--- src/hw/rtl/etot_pkg.sv ---
package etot_pkg;

    localparam int WIDTH_DEFAULT = 32;
    localparam int N_W = 32;
    localparam int PHI_W = 32;

    typedef struct packed {
        logic busy;
        logic done;
    } t_unit_stat;

endpackage

--- src/hw/rtl/etot_div.sv ---
module etot_div #(
    parameter int WIDTH = etot_pkg::WIDTH_DEFAULT
) (
    input  logic                   i_clk,
    input  logic                   i_rst_n,
    input  logic                   i_start,
    input  logic [WIDTH-1:0]       i_dividend,
    input  logic [WIDTH-1:0]       i_divisor,
    output logic [WIDTH-1:0]       o_quo,
    output logic [WIDTH-1:0]       o_rem,
    output etot_pkg::t_unit_stat   o_stat
);

    localparam int CW = $clog2(WIDTH + 1);

    logic [CW-1:0]    r_cnt;
    logic             r_done;
    logic [WIDTH-1:0] r_quo;
    logic [WIDTH-1:0] r_rem;
    logic [WIDTH-1:0] r_dsr;

    logic [WIDTH:0]   shifted;
    logic [WIDTH:0]   diff;
    logic [WIDTH-1:0] n_rem;
    logic             q_bit;

    // One quotient bit per cycle, restoring form.
    always_comb begin
        shifted = {r_rem, r_quo[WIDTH-1]};
        diff    = shifted - {1'b0, r_dsr};
        q_bit   = ~diff[WIDTH];
        n_rem   = q_bit ? diff[WIDTH-1:0] : shifted[WIDTH-1:0];
    end

    always_ff @(posedge i_clk) begin
        if (!i_rst_n) begin
            r_cnt  <= '0;
            r_done <= 1'b0;
        end else begin
            r_done <= 1'b0;
            if (i_start) begin
                r_cnt <= CW'(WIDTH);
                r_quo <= i_dividend;
                r_rem <= '0;
                r_dsr <= i_divisor;
            end else if (r_cnt != '0) begin
                r_cnt <= r_cnt - 1'b1;
                r_quo <= {r_quo[WIDTH-2:0], q_bit};
                r_rem <= n_rem;
                if (r_cnt == CW'(1)) begin
                    r_done <= 1'b1;
                end
            end
        end
    end

    assign o_quo       = r_quo;
    assign o_rem       = r_rem;
    assign o_stat.busy = (r_cnt != '0);
    assign o_stat.done = r_done;

endmodule

--- src/hw/rtl/etot_mul.sv ---
module etot_mul #(
    parameter int WIDTH = etot_pkg::WIDTH_DEFAULT
) (
    input  logic                   i_clk,
    input  logic                   i_rst_n,
    input  logic                   i_start,
    input  logic [WIDTH-1:0]       i_a,
    input  logic [WIDTH-1:0]       i_b,
    output logic [WIDTH-1:0]       o_prod,
    output etot_pkg::t_unit_stat   o_stat
);

    localparam int CW = $clog2(WIDTH + 1);

    logic [CW-1:0]    r_cnt;
    logic             r_done;
    logic [WIDTH-1:0] r_a;
    logic [WIDTH-1:0] r_b;
    logic [WIDTH-1:0] r_acc;

    // Shift and add, one multiplier bit per cycle; only the low word is kept.
    always_ff @(posedge i_clk) begin
        if (!i_rst_n) begin
            r_cnt  <= '0;
            r_done <= 1'b0;
        end else begin
            r_done <= 1'b0;
            if (i_start) begin
                r_cnt <= CW'(WIDTH);
                r_a   <= i_a;
                r_b   <= i_b;
                r_acc <= '0;
            end else if (r_cnt != '0) begin
                r_cnt <= r_cnt - 1'b1;
                r_a   <= {r_a[WIDTH-2:0], 1'b0};
                r_b   <= {1'b0, r_b[WIDTH-1:1]};
                if (r_b[0]) begin
                    r_acc <= r_acc + r_a;
                end
                if (r_cnt == CW'(1)) begin
                    r_done <= 1'b1;
                end
            end
        end
    end

    assign o_prod      = r_acc;
    assign o_stat.busy = (r_cnt != '0);
    assign o_stat.done = r_done;

endmodule

--- src/hw/rtl/euler_totient.sv ---
// Channel | Direction | Handshake          | Payload
// input   | in        | i_valid / o_stall  | i_n
// output  | out       | o_valid / i_stall  | o_phi_value, o_invalid
//
// One transaction is worked at a time; o_stall is high from acceptance until the
// result is loaded. Each trial divisor costs one pass of the serial divider;
// stripping a prime costs one such pass per power found plus one,
// and scaling costs one divider pass and one multiplier pass.
// A WIDTH-bit prime n needs about sqrt(n) divider passes.
// Zero in skips the divider and goes straight to S_DONE; the synchronous reset clears all control state.
// A result waiting on i_stall holds its register; the next transaction is still taken meanwhile.
module euler_totient #(
    parameter int WIDTH = etot_pkg::WIDTH_DEFAULT
) (
    input  logic                      i_clk,
    input  logic                      i_rst_n,
    input  logic                      i_valid,
    output logic                      o_stall,
    input  logic [etot_pkg::N_W-1:0]  i_n,
    output logic                      o_valid,
    input  logic                      i_stall,
    output logic [etot_pkg::PHI_W-1:0] o_phi_value,
    output logic                      o_invalid
);

    typedef enum logic [2:0] {
        S_IDLE,
        S_TEST,
        S_FIND,
        S_STRIP,
        S_SCALE,
        S_MUL,
        S_DONE
    } t_state;

    t_state           r_state;
    logic [WIDTH-1:0] r_result;
    logic [WIDTH-1:0] r_rest;
    logic [WIDTH-1:0] r_d;
    logic [WIDTH-1:0] r_p;
    logic             r_inv;
    logic             r_div_start;
    logic [WIDTH-1:0] r_div_a;
    logic [WIDTH-1:0] r_div_b;
    logic             r_mul_start;
    logic [WIDTH-1:0] r_mul_a;
    logic [WIDTH-1:0] r_mul_b;
    logic             r_o_valid;
    logic [etot_pkg::PHI_W-1:0] r_o_phi;
    logic             r_o_inv;

    logic [WIDTH-1:0]     div_quo;
    logic [WIDTH-1:0]     div_rem;
    logic [WIDTH-1:0]     mul_prod;
    logic [WIDTH-1:0]     n_in;
    logic [WIDTH-1:0]     n_d;
    etot_pkg::t_unit_stat div_stat;
    etot_pkg::t_unit_stat mul_stat;

    etot_div #(.WIDTH(WIDTH)) u_div (
        .i_clk      (i_clk),
        .i_rst_n    (i_rst_n),
        .i_start    (r_div_start),
        .i_dividend (r_div_a),
        .i_divisor  (r_div_b),
        .o_quo      (div_quo),
        .o_rem      (div_rem),
        .o_stat     (div_stat)
    );

    etot_mul #(.WIDTH(WIDTH)) u_mul (
        .i_clk   (i_clk),
        .i_rst_n (i_rst_n),
        .i_start (r_mul_start),
        .i_a     (r_mul_a),
        .i_b     (r_mul_b),
        .o_prod  (mul_prod),
        .o_stat  (mul_stat)
    );

    assign n_in = WIDTH'(i_n);
    assign n_d  = r_d + 1'b1;

    always_ff @(posedge i_clk) begin
        if (!i_rst_n) begin
            r_state     <= S_IDLE;
            r_div_start <= 1'b0;
            r_mul_start <= 1'b0;
            r_o_valid   <= 1'b0;
        end else begin
            r_div_start <= 1'b0;
            r_mul_start <= 1'b0;
            if (r_o_valid && !i_stall && (r_state != S_DONE)) begin
                r_o_valid <= 1'b0;
            end
            unique case (r_state)
                S_IDLE: begin
                    if (i_valid) begin
                        r_result <= n_in;
                        r_rest   <= n_in;
                        r_d      <= WIDTH'(2);
                        if (n_in == '0) begin
                            r_inv   <= 1'b1;
                            r_state <= S_DONE;
                        end else begin
                            r_inv   <= 1'b0;
                            r_state <= S_TEST;
                        end
                    end
                end
                S_TEST: begin
                    if (r_rest <= WIDTH'(1)) begin
                        r_state <= S_DONE;
                    end else begin
                        r_div_a     <= r_rest;
                        r_div_b     <= r_d;
                        r_div_start <= 1'b1;
                        r_state     <= S_FIND;
                    end
                end
                S_FIND: begin
                    if (div_stat.done) begin
                        r_div_a     <= r_rest;
                        r_div_start <= 1'b1;
                        if (div_rem == '0) begin
                            r_p     <= r_d;
                            r_div_b <= r_d;
                            r_state <= S_STRIP;
                        end else if (r_d > div_quo) begin
                            r_p     <= r_rest;
                            r_div_b <= r_rest;
                            r_state <= S_STRIP;
                        end else begin
                            r_d     <= n_d;
                            r_div_b <= n_d;
                        end
                    end
                end
                S_STRIP: begin
                    if (div_stat.done) begin
                        r_div_b     <= r_p;
                        r_div_start <= 1'b1;
                        if (div_rem == '0) begin
                            r_rest  <= div_quo;
                            r_div_a <= div_quo;
                        end else begin
                            r_div_a <= r_result;
                            r_state <= S_SCALE;
                        end
                    end
                end
                S_SCALE: begin
                    if (div_stat.done) begin
                        r_mul_a     <= div_quo;
                        r_mul_b     <= r_p - 1'b1;
                        r_mul_start <= 1'b1;
                        r_state     <= S_MUL;
                    end
                end
                S_MUL: begin
                    if (mul_stat.done) begin
                        r_result <= mul_prod;
                        r_state  <= S_TEST;
                    end
                end
                S_DONE: begin
                    if (!r_o_valid || !i_stall) begin
                        r_o_valid <= 1'b1;
                        r_o_phi   <= r_inv ? '0 : etot_pkg::PHI_W'(r_result);
                        r_o_inv   <= r_inv;
                        r_state   <= S_IDLE;
                    end
                end
                default: begin
                    r_state <= S_IDLE;
                end
            endcase
        end
    end

    assign o_stall     = (r_state != S_IDLE);
    assign o_valid     = r_o_valid;
    assign o_phi_value = r_o_phi;
    assign o_invalid   = r_o_inv;

`ifndef SYNTHESIS
    a_div_start_idle: assert property (@(posedge i_clk) disable iff (!i_rst_n)
        r_div_start |-> !div_stat.busy)
        else $error("divider started while busy");

    a_units_exclusive: assert property (@(posedge i_clk) disable iff (!i_rst_n)
        !(div_stat.busy && mul_stat.busy))
        else $error("divider and multiplier busy together");

    a_invalid_zero: assert property (@(posedge i_clk) disable iff (!i_rst_n)
        (o_valid && o_invalid) |-> (o_phi_value == '0))
        else $error("invalid result carries a nonzero totient");

    a_accept_busy: assert property (@(posedge i_clk) disable iff (!i_rst_n)
        (i_valid && !o_stall) |=> o_stall)
        else $error("accepted transaction did not occupy the datapath");
`endif

endmodule

--- config.mk ---
export PLATFORM = sky130hd
export DESIGN_NAME = euler_totient
export DESIGN_NICKNAME = d
export VERILOG_FILES = /design/src/hw/rtl/etot_pkg.sv /design/src/hw/rtl/etot_div.sv /design/src/hw/rtl/etot_mul.sv /design/src/hw/rtl/euler_totient.sv
export SDC_FILE = /design/constraint.sdc
export NUM_CORES = 1
export LEC_CHECK = 0
export BUFFER_PORTS_ARGS = -buffer_cell sky130_fd_sc_hd__buf_2
export CORE_MARGIN = 2
export CORE_UTILIZATION = 50
export DETAILED_ROUTE_END_ITERATION = 10
export HOLD_SLACK_MARGIN = 0.12
export PLACE_DENSITY_LB_ADDON = 0.2
export SYNTH_ARGS = -nofsm -noshare
export SYNTH_HDL_FRONTEND = slang
export SYNTH_HIERARCHICAL = 1
export SYNTH_SLANG_ARGS = --single-unit
--- constraint.sdc ---
create_clock -name i_clk -period 15.4 [get_ports i_clk]
set_input_delay 3.85 -clock i_clk [delete_from_list [all_inputs] [get_ports i_clk]]
set_output_delay 3.85 -clock i_clk [all_outputs]
set_load 0.01 [all_outputs]
==> run_results.csv, run 1 <==
group,metric,value,unit
outcome,status,"complete, no violations",
final_layout,n_antenna_cell,0,
timing,fmax,169.3,MHz
final_layout,synthToLayoutAreaGrowth,10.83,%
synthesis,synth_cells,2366,
routing,wl_met1,30.83,mm
routing,routed.top_layer,"met4",
synthesis,async_reset_ff_share,0,%
floorplan,fp.dieW,234.1,um
min_path,min_to,"u_div/r_dsr[11]$_DFFE_PP_",
power_and_ir_drop,ir_drop,0.08750,mV
synthesis,ys_seq_area_share,56.20,%
final_layout,final_common_cell,"edfxtp_1",
min_path,whs_path_depth,0,
min_path,min_from,"r_div_b[11]$_DFFE_PP_",
critical_path,path_cells,"nor3_1, inv_1, buf_2",
clock_network,path_clk_slew,0.06,ns
floorplan,rows,84,
global_route,grt_pass1_vias,17840,
timing,max_slew_margin,13.77,%
clock_network,root_buffer,"clkbuf_16",
synthesis,ys.flop_type,"edfxtp_1",
global_route,gr-total-overflow,0,
power_and_ir_drop,p_total,5.720,mW
timing,rsz0062_at_grt,"no",
timing,finalHoldViolCount,0,
placed_design,portBuffers,70,
power_and_ir_drop,power_leakage,10.97,nW
synthesis,syn-num-nets,2505,
timing,finClkSkew,0.02436,ns
synthesis,yosys_warnings,6,
synthesis,synth_edf_count,482,
global_route,grt_max_degree,91,
clock_network,numClockSinks,502,
critical_path,r2r_end,"u_div/o_rem[0]$_SDFFCE_PP0P_",
final_layout,drive_above_1_share,14.09,%
clock_network,post_cts_buffers,0,
floorplan,start_util,50.47,%
floorplan,io_pins,71,
global_route,antenna_found_initial,0,
clock_network,cts_buffers,55,
critical_path,r2r_slack,10.94,ns
clock_network,cts_tree,"done",
global_route,grt_pass1_wl,106.1,mm
routing,drtPass1Iterations,5,
routing,dr_wl_met2,32.33,mm
floorplan,core,52450,um2
clock_network,clk_latency,0.60,ns
critical_path,max_stage_delay,0.53,ns
routing,vias,18850,
timing,post-route-period-util,38.36,%
critical_path,crit_path_end_kind,"primary output",
routing,via_per_inst,5.994,
timing,finalWorstSetupSlack,9.492,ns
synthesis,yosys_register_bits,502,
final_layout,nNetsFinal,2551,
timing,worstMarginPinSlew,1.261,ns
critical_path,rr_startpoint,"u_div/o_quo[31]$_DFFE_PP_",
placed_design,hpwl,49.62,mm
routing,wl_per_cell,22.14,um
min_path,hold_class,"reg -> reg",
floorplan,fp.dieH,234.1,um
routing,ant_nets,0,
clock_network,ctsHoldBuffers,0,
critical_path,critPathLaunchType,"flop",
routing,drc,0,
synthesis,synth_area,26470,um2
final_layout,layout_common_cells,"edfxtp_1 (482), nand2_1 (330), nor2_1 (150)",
routing,wl_met3,4.337,mm
placed_design,dpl_worst_slack,9.620,ns
floorplan,die_area,54790,um2
global_route,grt_util_all_layers,25.39,%
critical_path,crit_start,"r_state[0]$_SDFFE_PN0P_",
routing,drtIter0Drc,1875,
critical_path,reg2reg_depth,12,
timing,fin_tns_setup,0,ns
timing,setup_violations,0,
clock_network,cts_resized,0,
final_layout,final_util,55.94,%
critical_path,cp.arrival,2.06,ns
critical_path,worstPathMaxFanout,18,
critical_path,critPathKind,"reg -> out",
timing,hold_ws,0.4005,ns
clock_network,cts_max_level,2,
job,maxCapViolCount,0,
placed_design,gp_congestion,0.9539,
timing,finalMaxSlewViolations,0,
critical_path,slowest_stage,"dfxtp_1",
timing,period_needed,5.908,ns
synthesis,syn_area_per_cell,11.19,um2
critical_path,cp.required,11.55,ns
routing,wl,69.59,mm
synthesis,synth.distinct_cells,94,
clock_network,clk_path_buf_depth,3,
power_and_ir_drop,power_density,195.0,nW/um2
-- cells in the mapped netlist, drive strengths merged, types with 23 or more instances --
| cell | instances | share of area (%) |
|---|---|---|
| nand3 | 61 | 1.3 |
| a21o | 29 | 0.82 |
| mux2 | 98 | 4.2 |
| nand4 | 33 | 0.92 |
| mux2i | 25 | 0.95 |
| inv | 102 | 1.4 |
| buf | 25 | 0.53 |
| clkbuf | 84 | 1.2 |
| nor2b | 42 | 0.99 |
| nand2 | 331 | 4.7 |
| nor2 | 154 | 2.2 |
| a21oi | 152 | 3.0 |
| ha | 101 | 4.8 |
| nor3 | 43 | 0.99 |
| and2 | 30 | 0.71 |
| xor2 | 55 | 1.8 |
| edfxtp | 482 | 55 |
| nor4 | 37 | 1.0 |
| a22oi | 29 | 0.82 |
| o21ai | 172 | 3.3 |
| and3 | 23 | 0.54 |
| xnor2 | 52 | 1.7 |
-- worst max-delay path by stage --
stage	to	slack [ns]	cells past startpoint
3_5_place_dp	r_result[5]$_DFFE_PP_	9.62	3
3_3_place_gp	r_result[11]$_DFFE_PP_	9.66	3
6_report	o_stall	9.49	3
4_1_cts	o_stall	9.49	3
5_1_grt	o_stall	9.34	3
2_1_floorplan	r_div_a[0]$_DFFE_PP_	0.64	2
-- worst max-delay path: cells and delay by family (launching register included) --
family / cells / cell delay [ns]
DFF: 1 / 0.53
buffers and inverters: 2 / 0.40
and+or+nand+nor: 1 / 0.53
-- logic make-up after synthesis --
family                     count (synthesis)  share of synthesized area, %
AOI/OAI and AO/OA                        508                         12.12
xor gates and xnor gates                 107                         3.541
adders and majority gates                103                         4.926
buffers and inverters                    211                         3.167
DFF                                      502                         56.20
muxes                                    123                         5.115
and+or+nand+nor                          812                         14.93
-- power by group --
part | switching [mW] | total, mW | leakage [nW] | internal (mW)
clock | 0.555 | 1.31 | 0.865 | 0.756
sequential | 0.254 | 2.24 | 4.64 | 1.99
combinational | 1.33 | 2.17 | 5.46 | 0.834
-- registers in the layout, summed over array words and instances (netlist names), 3 cells and up --
name and cells:
r_rest 32, u_mul/o_prod 32, u_mul/r_a 32, o_phi_value 32, u_div/r_dsr 32, r_div_b 32, u_mul/r_cnt 6, u_div/o_quo 32
r_state 3, u_div/r_cnt 6, r_d 32, r_div_a 32, r_result 32, r_mul_a 32, r_mul_b 32, u_mul/r_b 32
r_p 32, u_div/o_rem 32
-- per-stage QoR --
| step | cell area [um2] | cells |
|---|---|---|
| 2_1_floorplan | 26470 | 2366 |
| 3_3_place_gp | 27540 | 3043 |
| 3_5_place_dp | 27540 | 3043 |
| 4_1_cts | 29340 | 3144 |
| 5_1_grt | 29340 | 3144 |
| 6_report | 29340 | 3144 |
-- metal layers --
layer  global-route usage (%)  up-vias
li1                         -     8821
met1                    36.09     9209
met2                    40.59      698
met3                    3.295      118
met4                    8.030        0
met5                        0        -
-- layout make-up --
type / instances / area, um2
Fill cell: 4479 / 23110
Multi-Input combinational cell: 1653 / 10860
Timing Repair Buffer: 98 / 560.5
Sequential cell: 502 / 14880
Clock inverter: 38 / 357.8
Inverter: 102 / 382.9
Clock buffer: 63 / 1436
Tap cell: 688 / 860.8
(Power assumes the default switching activity.)
==> run 2, diff against run 1 <==
--- a/config.mk
+++ b/config.mk
@@ -5,6 +5,7 @@
 export SDC_FILE = /design/constraint.sdc
 export NUM_CORES = 1
 export LEC_CHECK = 0
+export ABC_AREA = 1
 export BUFFER_PORTS_ARGS = -buffer_cell sky130_fd_sc_hd__buf_2
 export CORE_MARGIN = 2
 export CORE_UTILIZATION = 50
==> constraint.sdc (replaced) <==
create_clock -name i_clk -period 5.2 [get_ports i_clk]
set_input_delay 1.3 -clock i_clk [delete_from_list [all_inputs] [get_ports i_clk]]
set_output_delay 1.3 -clock i_clk [all_outputs]
set_load 0.01 [all_outputs]
==> run 2 against run 1 <==
Routed wire length is 13% higher; via count is 21% higher; non-clock buffer count is 2 lower; largest cell class unchanged; synthesized cell count is 48% higher; utilization is 0.052 points lower; critical path depth is 6 higher; register-to-register slack worse by 9.6 ns; power grew to 3.3 times the previous value; critical endpoint is now r_d[1]$_SDFFCE_PN1P_; final area is 7.8% higher; sequential power grew to 3.1 times the previous value; clock skew is 0.0027 ns higher; worst setup slack worse by 8.1 ns.
==> run_results.csv, run 2 <==
group,metric,value,unit
outcome,status,"complete, no violations",
placed_design,hpwl,57.75,mm
critical_path,crit_path_end_kind,"flop",
synthesis,yosysTopAreaCell,"edfxtp_1",
clock_network,numClockSinks,502,
critical_path,critPathTopFamily,"simple AND/OR/NAND/NOR gates",
synthesis,syn-num-nets,3634,
clock_network,path_clk_slew,0.06,ns
final_layout,final_common_cell,"nand2_1",
timing,finalMaxSlewViolations,0,
power_and_ir_drop,power_leakage,14.72,nW
floorplan,rows,87,
synthesis,synth_top_area_share,50.39,%
final_layout,drive_above_1_share,8.134,%
floorplan,start_util,50.74,%
clock_network,clk_path_buf_depth,3,
clock_network,cts_buffers,56,
critical_path,critPathKind,"reg -> reg",
critical_path,cp_common_cell,"nand2_2",
synthesis,synth_area,28720,um2
final_layout,layout_common_cells,"nand2_1 (1367), edfxtp_1 (482), inv_1 (464)",
placed_design,dpl_worst_slack,1.492,ns
timing,finalWorstSetupSlack,1.345,ns
critical_path,cp.required,5.46,ns
global_route,antenna_found_initial,0,
routing,drtPass1Iterations,6,
clock_network,ctsHoldBuffers,0,
synthesis,yosys_register_bits,502,
timing,period_needed,3.855,ns
power_and_ir_drop,p_total,18.85,mW
synthesis,async_reset_ff_share,0,%
synthesis,ys_seq_area_share,51.79,%
routing,via_per_inst,5.234,
critical_path,cp.arrival,4.11,ns
floorplan,die_area,59380,um2
floorplan,fp.dieH,243.7,um
floorplan,fp.dieW,243.7,um
timing,max_slew_margin,26.63,%
power_and_ir_drop,p_clk_share,20.6,%
power_and_ir_drop,p_sw,7.978,mW
global_route,grt_util_all_layers,26.73,%
final_layout,n_antenna_cell,0,
final_layout,nNetsFinal,3697,
power_and_ir_drop,seqPwrFrac,36.5,%
timing,post-route-period-util,74.13,%
synthesis,yosys-top-cells-area,"edfxtp_1 (50%), nand2_1 (18%), inv_1 (6.1%)",
placed_design,dp.cells,4256,
power_and_ir_drop,p_comb_share,42.9,%
critical_path,path_cells,"ha_1, nand4_1, nor3_2, and3_1, nand3b_1, nand2_2, nand2_2, a21oi_2, buf_4",
final_layout,final_util,55.88,%
synthesis,synth_cells,3495,
clock_network,cts_max_level,2,
placed_design,gp_congestion,0.9596,
routing,ant_nets,0,
global_route,grt_pass1_vias,21850,
routing,drtIter0Drc,2130,
power_and_ir_drop,ir_drop,0.3637,mV
critical_path,critPathLaunchType,"flop",
routing,drc,0,
critical_path,critPathBufInv,1,
global_route,grt_pass1_wl,123.2,mm
placed_design,placed_cell_area,29870,um2
min_path,hold_class,"reg -> reg",
timing,rsz0062_at_grt,"no",
routing,vias,22810,
timing,hold_ws,0.4215,ns
critical_path,slowest_stage,"nand2_2",
placed_design,portBuffers,70,
critical_path,worstPathMaxFanout,34,
final_layout,final_cell_count_no_fill,4358,
synthesis,synthTopCellsByCount,"nand2_1 (1368), edfxtp_1 (482), inv_1 (464), nor2_1 (328), o21ai_0 (132)",
synthesis,synth.most_common_cell,"nand2_1",
timing,worstMarginPinSlew,1.101,ns
timing,setup_violations,0,
timing,fmax,259.4,MHz
synthesis,syn_area_per_cell,8.218,um2
timing,fin_tns_setup,0,ns
clock_network,clk_latency,0.63,ns
synthesis,yosys_warnings,6,
synthesis,synth_edf_count,482,
synthesis,ys.flop_type,"edfxtp_1",
global_route,grt_max_degree,72,
power_and_ir_drop,p_int,10.88,mW
synthesis,synth.distinct_cells,54,
clock_network,post_cts_buffers,0,
critical_path,max_stage_delay,0.56,ns
final_layout,synthToLayoutAreaGrowth,10.13,%
power_and_ir_drop,sw_frac_of_total,42.32,%
timing,finalHoldViolCount,0,
timing,finClkSkew,0.02710,ns
routing,wl,78.96,mm
floorplan,io_pins,71,
power_and_ir_drop,power_density,596.0,nW/um2
routing,wl_per_cell,18.12,um
job,maxCapViolCount,0,
final_layout,fin_area,31630,um2
clock_network,cts_tree,"done",
clock_network,root_buffer,"clkbuf_16",
global_route,gr-total-overflow,0,
floorplan,core,56600,um2
clock_network,cts_resized,0,
## run 2: changes by cell type after synthesis, moves of 25 or more
cell | before | now
a21oi_1 | 144 | 102
a22oi_1 | 29 | 0
clkbuf_1 | 84 | 55
inv_1 | 101 | 464
mux2_2 | 96 | 0
mux2i_1 | 25 | 0
nand2_1 | 331 | 1368
nand2_2 | 0 | 31
nor2_1 | 154 | 328
nor2b_1 | 42 | 0
o21ai_1 | 33 | 3
xnor2_1 | 52 | 8
## run 2: worst register-to-register path, cell delays in order, from the launching register on
cell and delay (ns):
edfxtp_1 0.52, ha_1 0.39, nand4_1 0.14, nor3_2 0.27, and3_1 0.30, nand3b_1 0.16, nand2_2 0.56, nand2_2 0.45
a21oi_2 0.23, buf_4 0.45
## run 2: metal layers
layer	up-vias	GRT usage [%]	wire (um)
li1	11310	-	-
met1	10660	38.56	36200
met2	739	41.40	35070
met3	100	5.166	6134
met4	0	6.869	1558
met5	-	0	0
## run 2: logic make-up after synthesis
group	after synthesis	share of synthesized area, %
adder cells (fa/ha/maj)	103	4.539
flip-flops	502	51.79
AND/OR/NAND/NOR	1966	28.48
buffers and inverters	573	7.798
XOR/XNOR	70	2.161
AO/OA/AOI/OAI	281	5.240
## run 2: power groups by stage
stage,combinational [mW],sequential (mW),clock (mW)
6_report,8.08,6.88,3.89
5_1_grt,9.24,7.01,4.10
3_5_place_dp,7.93,6.96,0
2_1_floorplan,6.00,6.70,0
3_3_place_gp,7.86,6.94,0
4_1_cts,7.99,6.89,3.96
## run 2: layout make-up
cell class | instances | area (um2)
clock buffer | 70 | 1454
clock inverter | 32 | 306.5
fill | 5342 | 24970
inverter | 482 | 1812
multi-input combinational | 2420 | 11690
sequential | 502 | 14880
tap | 756 | 945.9
timing repair buffer | 96 | 545.5
## run 2: path summary, 6_finish.rpt
check	from	end	slack, ns	cells after the start
setup / recovery	r_d[27]$_SDFFCE_PN0P_	r_d[1]$_SDFFCE_PN1P_	1.35	9
hold / removal	r_div_b[20]$_DFFE_PP_	u_div/r_dsr[20]$_DFFE_PP_	0.42	0
setup reg to reg	r_d[27]$_SDFFCE_PN0P_	r_d[1]$_SDFFCE_PN1P_	1.35	9
hold reg to reg	r_div_b[20]$_DFFE_PP_	u_div/r_dsr[20]$_DFFE_PP_	0.42	0
